==> config.mk <==
export PLATFORM = sky130hd
export DESIGN_NAME = ple_cell
export DESIGN_NICKNAME = d
export VERILOG_FILES = /design/src/rtl/ple_pkg.sv /design/src/rtl/ple_cell.sv
export SDC_FILE = /design/constraint.sdc
export NUM_CORES = 1
export LEC_CHECK = 0
export BUFFER_PORTS_ARGS = -buffer_cell sky130_fd_sc_hd__buf_4
export CORE_ASPECT_RATIO = 0.8
export CORE_MARGIN = 2
export CORE_UTILIZATION = 38
export DETAILED_ROUTE_END_ITERATION = 7
export PLACE_DENSITY = 0.84
export SLEW_MARGIN = 20
export SYNTH_ARGS = -nofsm -noshare
export SYNTH_HDL_FRONTEND = slang
export SYNTH_SLANG_ARGS = --single-unit
==> constraint.sdc <==
create_clock -name clk -period 5.5 [get_ports clk]
set_clock_uncertainty 0.2 [all_clocks]
set_input_delay 0.55 -clock clk [delete_from_list [all_inputs] [get_ports clk]]
set_output_delay 0.55 -clock clk [all_outputs]
set_load 0.02 [all_outputs]
==> src/rtl/ple_pkg.sv <==
// ----------------------------------------------------------------------------
// ple_pkg: shared types and constants for the positional list engine
// Holds the operation and status codes, the port widths and the command
// that the controller broadcasts along the row of storage cells.
// ----------------------------------------------------------------------------
`default_nettype none

package ple_pkg;

  localparam int POS_W          = 7;   // position and entry_count ports
  localparam int PORT_DATA_W    = 32;  // value and read_data ports
  localparam int OP_W           = 2;
  localparam int STATUS_W       = 2;
  localparam int CAPACITY_DEF   = 64;
  localparam int DATA_WIDTH_DEF = 32;
  localparam int GROUP          = 8;   // cells merged per read-gather register

  typedef enum logic [OP_W-1:0] {
    OP_INSERT = 2'd0,
    OP_REMOVE = 2'd1,
    OP_READ   = 2'd2,
    OP_MODIFY = 2'd3
  } op_t;

  typedef enum logic [STATUS_W-1:0] {
    ST_OK     = 2'd0,
    ST_BADPOS = 2'd1,
    ST_FULL   = 2'd2
  } status_t;

  // Command seen by every cell; the write flags are only set for a checked request
  typedef struct packed {
    logic             ins;
    logic             rem;
    logic             mdf;
    logic [POS_W-1:0] position;
  } cell_cmd_t;

endpackage

`default_nettype wire

==> src/rtl/ple_cell.sv <==
// ----------------------------------------------------------------------------
// ple_cell: one storage cell of the list
// Holds the entry at a fixed list position. If addressed it takes the new value
// on insert or modify and shows its entry on the read tap; if above, on insert
// its lower neighbour's entry; at or above, on remove its upper neighbour's.
// ----------------------------------------------------------------------------
`default_nettype none

module ple_cell #(
  parameter int INDEX      = 0,
  parameter int CAPACITY   = ple_pkg::CAPACITY_DEF,
  parameter int DATA_WIDTH = ple_pkg::DATA_WIDTH_DEF
) (
  input  wire                        clk,
  input  wire ple_pkg::cell_cmd_t    cmd,
  input  wire logic [DATA_WIDTH-1:0] wr_value,
  input  wire logic [DATA_WIDTH-1:0] prev_data,
  input  wire logic [DATA_WIDTH-1:0] next_data,
  output logic      [DATA_WIDTH-1:0] data,
  output logic      [DATA_WIDTH-1:0] tap
);

  localparam int IDX_W = $clog2(CAPACITY);
  localparam int CMP_W = (IDX_W > ple_pkg::POS_W) ? IDX_W : ple_pkg::POS_W;

  logic [CMP_W-1:0] idx_c;
  logic [CMP_W-1:0] pos_c;
  logic             hit;
  logic             above;

  assign idx_c = CMP_W'(INDEX);
  assign pos_c = CMP_W'(cmd.position);
  assign hit   = (idx_c == pos_c);
  assign above = (idx_c > pos_c);

  always_ff @(posedge clk) begin
    priority if (cmd.ins && hit) begin
      data <= wr_value;
    end else if (cmd.ins && above) begin
      data <= prev_data;
    end else if (cmd.rem && (hit || above)) begin
      data <= next_data;
    end else if (cmd.mdf && hit) begin
      data <= wr_value;
    end
  end

  assign tap = hit ? data : '0;

endmodule

`default_nettype wire

### Word level (Yosys, flattened, before mapping)

Index checks and enable logic that the tools add are counted.

* flip-flop bits (word level): 32
* output and inout bits: 64

* order comparisons: 1
* multiplexer cells: 5
* reduce and logical (&&, ||, !) cells: 7

Operators with widths (number)
* 32-bit 2-to-1 mux: 5
* 1-bit by 7-bit greater-than comparator with 1-bit output, first input constant: 1
* 7-bit logical NOT: 1
* 1-bit logical AND: 4
* 4-bit nonzero test: 1
* 1-bit logical OR: 1

### Longest topological paths before layout

Gate-level depths: netlist of the first run.

* word-level depth: 6
* depth in mapped cells: 4
* mapped depth without buffers: 3

### Least setup slack after synthesis of the first run

OpenSTA, ideal clock, no wires.

* kind: in2reg
* from: input port cmd[3] (netlist name)
* to: register data[0] (enable)
* data arrival time: 2.091 ns
* data required time: 4.907 ns
* setup slack: 2.816 ns
* stages: 3
* buffers on the path: 1
* cell sequence: nor4_4 clkbuf_1 o311a_1

* word-level cells in the longest chain between the ends: 4
* elaborated cells on any way between the ends: 8
* those cells by class: 1 x order compare; 7 x reduce/logical

RTL lines
* from (decl): line ple_cell.sv:15 `input wire ple_pkg::cell_cmd_t cmd,`
* 1-bit by 7-bit greater-than comparator with 1-bit output / 7-bit logical NOT (equally long branches): line ple_cell.sv:34, ple_cell.sv:33
* 1-bit logical OR: line ple_cell.sv:41 `end else if (cmd.rem && (hit || above)) begin`
* 1-bit logical AND: line ple_cell.sv:41
* 4-bit nonzero test (no source line) (*)
* to (signal assigned): line ple_cell.sv:40 `data <= prev_data;`
* to (signal assigned): line ple_cell.sv:42 `data <= next_data;`
* to (signal assigned): line ple_cell.sv:44 `data <= wr_value;`
* to (decl): line ple_cell.sv:19 `output logic [DATA_WIDTH-1:0] data,`

Mark *: on every way between the ends. The rest lies on a longest branch, timed or not.
A chain may end at the register's enable or synchronous reset.

### Final worst setup path of the first run

* from: input port cmd[5] (netlist name)
* to: register data[30], data pin

* word-level cells in the longest chain between the ends: 6
* elaborated cells on any way between the ends: 9
* those cells by class: 1 x order compare; 3 x mux; 5 x reduce/logical

RTL lines
* 1-bit by 7-bit greater-than comparator with 1-bit output / 7-bit logical NOT (equally long branches): line ple_cell.sv:34, ple_cell.sv:33
* 1-bit logical OR: line ple_cell.sv:41
* 1-bit logical AND: line ple_cell.sv:41
* 32-bit 2-to-1 mux: line ple_cell.sv:41
* 32-bit 2-to-1 mux: line ple_cell.sv:39 `end else if (cmd.ins && above) begin`
* 32-bit 2-to-1 mux (*): line ple_cell.sv:37 `priority if (cmd.ins && hit) begin`
* to (signal assigned): line ple_cell.sv:38 `data <= wr_value;`
* to (signal assigned): line ple_cell.sv:40
* to (signal assigned): line ple_cell.sv:42

Marks and branches as above.

==> parameters.txt, run 1 <==
Parameter                              Value

Status
  Outcome    finished, final reports clean

Global routing
  Pin count of the biggest net entering global routing    35
  Remaining Overflow, GRT    0
  Total routing resource utilization after global routing    a little under a fifth
  Wire length of the first global-routing pass    around 7200 µm
  Initial antenna violation count    0
  Via count of the first global-routing pass    around 1,500

Logic synthesis
  Distinct cell type count of the synthesized netlist    10
  Most numerous cell types in the synthesized netlist    sky130_fd_sc_hd__and3_1 (32), sky130_fd_sc_hd__edfxtp_1 (32), sky130_fd_sc_hd__mux2_4 (30), sky130_fd_sc_hd__clkbuf_1 (6), sky130_fd_sc_hd__buf_6 (3)
  Share of the synthesized area in the top cell type    a little over half
  Register area share after synthesis    54.7%
  Ranking of synthesized cells by area    sky130_fd_sc_hd__edfxtp_1 (55%), sky130_fd_sc_hd__mux2_4 (26%), sky130_fd_sc_hd__and3_1 (11%)
  Number of warnings reported in the yosys synthesis log    0
  Top cell type by total area after synthesis    sky130_fd_sc_hd__edfxtp_1
  Post-Synthesis Cells    109
  Number of storage elements in the synthesis netlist    32
  Dominant register cell in the synthesized netlist    sky130_fd_sc_hd__edfxtp_1
  Cell area after technology mapping    1760 µm²
  Share of synthesized flip-flops with an asynchronous set or reset    0%
  Number of synthesized flops with an enable pin    32
  Synthesized net count    about 220
  Average size of a mapped cell    around 16 µm²

Clock network
  Cts-stage hold buffer count    0
  Number of buffers created by CTS    5
  Buffer type at the clock tree root    sky130_fd_sc_hd__clkbuf_8
  PostCTS Resize Cnt    0
  Clock buffer depth    2
  Clock-pin slew of the registers on the worst-case setup and hold paths    around 60 ps
  Number of buffers added for setup after CTS    0
  Number of levels in the clock H-tree    2
  TritonCTS clock tree    done
  Total number of clock tree sinks    32

Route
  Average wire per cell in the routed design    between 15 and 20 µm
  Final routed DRC violation total    0
  Total via count in the routed design    approximately 1,500
  Aggregate routed wire length    4660 µm
  Final ANT Viol Nets    0
  Post-DR vias/cell    approximately 4.8
  First drt pass iteration count    4
  Drt initial violations    between 60 and 70

Power and ir drop
  Max rail drop VDD    approximately 0.00013 V
  Leakage    between 0.0015 and 0.002 µW
  Pwr dens    between 150 and 200 nW/µm²

Setup path
  Critical path start-end classification    primary input to register
  Worst-path maximum fanout    34
  Setup crit start kind    primary input
  Capturing element type of the critical path    register
  Critical path destination    data[30]
  Critical Path Source    cmd[5]
  Required time reported for the critical path endpoint    around 5300 ps
  WP data arrival    roughly 2900 ps

Place
  Weighted congestion at the end of routability-driven global placement    around 0.8
  Detailed-placement wirelength estimate    between 3000 and 4000 µm
  Count of input and output buffers    138

Die
  Die outline width    approximately 80 µm
  Number of top-level design ports    between 150 and 200
  # rows    22
  Placeable core region    4510 µm²
  Die Y    between 60 and 70 µm
  Starting Density    between 30% and 40%
  Total die area    just over 5000 µm²

Final layout
  Layout cell share with drive strength beyond 1    72.6%
  Area added between synthesis and finish    65.9%
  Largest Register    data
  Max reg flops    32
  Number of filler cells placed in the layout    between 300 and 400
  Register area    ~960 µm²
  Antenna Diode Count    0
  NumNets Final    ~350
  Total area of multi-input combinational cells    roughly 740 µm²
  Final core occ    roughly 64%
  Largest regs    data (32)

Timing
  Period minus WS final    3090 ps
  Final Cycle Share    approximately 56%
  Finish-stage setup viols    0
  Max transition margin    approximately 29%
  FMAX    0.323 GHz
  Number of max-slew violations in the final report    0
  Final setup TNS    0 ps
  Worst slew pin tran    about 1100 ps
  Unrepaired setup endpoints after global routing    false
  Total count of hold-check failures in the final report    0

Run
  Max Cap Violations    0

Hold path
  Worst hold path stage count    2
  Hold path startpoint    wr_value[16]
  Worst hold path class    primary input to register
worst min path at each step:
stage / endpoint
after global routing: data[17]
after detailed placement: data[7]
final: data[16]
after global placement: data[11]
after floorplan: data[10]
after CTS: data[16]
critical path, cell delays in order:
cell                       delay (ps)
sky130_fd_sc_hd__buf_4            120
sky130_fd_sc_hd__nor3_4           860
sky130_fd_sc_hd__nand4b_4         820
sky130_fd_sc_hd__mux2_4           550
per-stage QoR:
stage | instance area [µm²] | worst slack, ps | total power, µW | cells | hold WS, ps
floorplan | 1760 | 2820 | 301 | 109 | 567
global placement | 2830 | 2120 | 348 | 300 | 651
detailed placement | 2830 | 2070 | 350 | 300 | 653
CTS | 2910 | 2370 | 516 | 308 | 362
global route | 2910 | 2220 | 531 | 308 | 360
finish | 2910 | 2410 | 511 | 308 | 371
final cells by class:
class                      instances  share of cell area (%)
timing repair buffer             140                    36.1
tap                               60                    2.58
sequential                        32                    33.0
clock inverter                     1                   0.129
multi-input combinational         68                    25.6
clock buffer                       7                    2.62
kinds of logic (layout without fill, tap and decap cells):
logic type      after synthesis  count (layout)  share of synthesized area [%]
flops                        32              32                           54.7
simple gates                 35              35                           14.5
buf+inv                       9             148                           3.21
compound gates                1               1                          0.570
mux                          32              32                           26.9
layer usage:
layer	vias up	track usage (%)	part of all wire, %
met5	-	0	0
met2	76	31.7	51
li1	701	-	-
met1	684	22.7	40
met3	11	4.60	7.0
met4	0	6.57	2.1
cells in the final DEF, fill, tap and decap left out, drive strengths merged:
cell type | Yosys | final
mux2 | 32 | 32
clkinv | 0 | 1
buf | 3 | 140
nor4 | 1 | 1
o311a | 1 | 1
nand4b | 1 | 1
edfxtp | 32 | 32
nor3 | 1 | 1
clkbuf | 6 | 7
and3 | 32 | 32
power by group:
| group | total (µW) | switching, µW | internal [µW] |
|---|---|---|---|
| combinational | 73.2 | 20.9 | 52.3 |
| sequential | 271 | 0.660 | 270 |
| clock | 167 | 79.1 | 87.9 |
| total | 511 | 101 | 410 |
(Power assumes the default switching activity.)
==> run 2, diff against run 1 <==
--- a/config.mk
+++ b/config.mk
@@ -8,9 +8,9 @@
 export BUFFER_PORTS_ARGS = -buffer_cell sky130_fd_sc_hd__buf_4
 export CORE_ASPECT_RATIO = 0.8
 export CORE_MARGIN = 2
-export CORE_UTILIZATION = 38
+export CORE_UTILIZATION = 33
 export DETAILED_ROUTE_END_ITERATION = 7
-export PLACE_DENSITY = 0.84
+export PLACE_DENSITY = 0.77
 export SLEW_MARGIN = 20
 export SYNTH_ARGS = -nofsm -noshare
 export SYNTH_HDL_FRONTEND = slang
==> constraint.sdc (replaced) <==
create_clock -name clk -period 2.62 [get_ports clk]
set_clock_uncertainty 0.2 [all_clocks]
set_input_delay 0.262 -clock clk [delete_from_list [all_inputs] [get_ports clk]]
set_output_delay 0.262 -clock clk [all_outputs]
set_load 0.02 [all_outputs]
==> parameters.txt, run 2 (same netlist as run 1, synthesis figures left out) <==
Parameter                              Value

Route
  First drt pass iteration count    4
  Final ANT Viol Nets    0
  Drt initial violations    33
  Final routed DRC violation total    0
  Total via count in the routed design    around 1,500
  Post-DR vias/cell    4.70
  Aggregate routed wire length    4850 µm
  Average wire per cell in the routed design    between 15 and 20 µm

Hold path
  Hold path startpoint    wr_value[30]
  Worst hold path class    primary input to register

Die
  # rows    23
  Starting Density    34.7%
  Die outline width    about 86 µm
  Die Y    just under 70 µm
  Placeable core region    5060 µm²
  Total die area    roughly 5900 µm²
  Number of top-level design ports    approximately 170

Clock network
  Clock buffer depth    2
  Number of buffers created by CTS    5
  Number of buffers added for setup after CTS    0
  Buffer type at the clock tree root    sky130_fd_sc_hd__clkbuf_8
  Clock-pin slew of the registers on the worst-case setup and hold paths    around 70 ps
  PostCTS Resize Cnt    0
  Total number of clock tree sinks    32
  Cts-stage hold buffer count    0
  Number of levels in the clock H-tree    2
  TritonCTS clock tree    done

Final layout
  Antenna Diode Count    0
  Layout cell share with drive strength beyond 1    ~74%
  NumNets Final    around 360
  Max reg flops    32
  Largest regs    data (32)
  Most common cell after layout, fill and taps aside    sky130_fd_sc_hd__buf_4
  Leading cell types in the layout, fill and taps excluded    sky130_fd_sc_hd__buf_4 (145), sky130_fd_sc_hd__and3_1 (32), sky130_fd_sc_hd__edfxtp_1 (32), sky130_fd_sc_hd__mux2_4 (30), sky130_fd_sc_hd__clkbuf_8 (5)
  Area added between synthesis and finish    69.7%
  Non-filler cells, final    about 320
  Largest Register    data

Setup path
  Capturing element type of the critical path    primary output
  Setup crit start kind    primary input
  Worst-path maximum fanout    32
  Critical Path Source    cmd[3]
  Required time reported for the critical path endpoint    2160 ps
  Critical path start-end classification    primary input to primary output
  WP data arrival    1440 ps

Power and ir drop
  Logic gate share of total power    about an eighth
  Net switching share of the total power    18.6%
  Clock share of power    between 30% and 40%
  P_int    960 µW
  Pwr dens    396 nW/µm²
  Leakage    about 0.0016 µW
  Switching power    roughly 220 µW
  Max rail drop VDD    approximately 0.00022 V
  Part of the power in registers    48.2%

Timing
  Final setup TNS    0 ps
  Worst slew pin tran    just under 400 ps
  Period minus WS final    1900 ps
  Unrepaired setup endpoints after global routing    false
  Final Cycle Share    between 70 and 80%
  Max transition margin    between 70% and 80%
  Total count of hold-check failures in the final report    0
  FMAX    0.527 GHz
  Number of max-slew violations in the final report    0
  Finish-stage setup viols    0

Place
  Detailed-placement wirelength estimate    approximately 4000 µm
  Count of input and output buffers    around 140
  Number of placed instances with taps included    ~300
  Weighted congestion at the end of routability-driven global placement    ~0.77

Global routing
  Total routing resource utilization after global routing    16.2%
  Initial antenna violation count    0
  Pin count of the biggest net entering global routing    33
  Remaining Overflow, GRT    0
  Wire length of the first global-routing pass    7470 µm
  Via count of the first global-routing pass    about 1,600

Status
  Outcome    finished, final reports clean

Run
  Max Cap Violations    0
==> run 2: stage by stage <==
stage          setup slack, ps  total power [µW]  hold slack (ps)  cell area, µm²  util, %
2_1_floorplan              224               632              279            1760        -
3_3_place_gp               639               730              363            2870     56.7
3_5_place_dp               637               735              365            2870     56.7
4_1_cts                    713              1200             66.5            2980     58.8
5_1_grt                    611              1230             67.1            2980     58.8
6_report                   721              1180             79.8            2980     58.8
==> run 2: routing by layer <==
metal / vias up / GRT usage [%] / wire length [µm]
met2: 76 / 28.6 / 2590
met1: 688 / 19.0 / 1850
met4: 0 / 5.29 / 44
li1: 708 / - / -
met5: - / 0 / 0
met3: 7 / 4.52 / 370
==> run 2: critical path, stage by stage <==
cell and delay (ps):
sky130_fd_sc_hd__buf_4 120, sky130_fd_sc_hd__nor4_4 360, sky130_fd_sc_hd__buf_4 340, sky130_fd_sc_hd__and3_1 210, sky130_fd_sc_hd__buf_4 140
==> run 2: final timing paths <==
check	cells past startpoint	end	slack, ps
setup / recovery	5	tap[19]	720
hold / removal	2	data[30]	80
==> run 2: power by group through the flow <==
stage	clock, µW	combinational (µW)	sequential [µW]
global route	496	165	568
floorplan	0	49.2	582
global placement	0	151	579
finish	456	154	568
CTS	476	156	568
detailed placement	0	156	579
==> run 2: layout make-up <==
| cell class | count | area (µm²) |
|---|---|---|
| flip-flops and latches | 32 | 961 |
| clock inverters | 2 | 35.0 |
| multi-input cells | 68 | 744 |
| clock buffers | 6 | 72.6 |
| well taps | 62 | 77.6 |
| repair buffers | 145 | 1090 |
| fillers | 409 | 2090 |
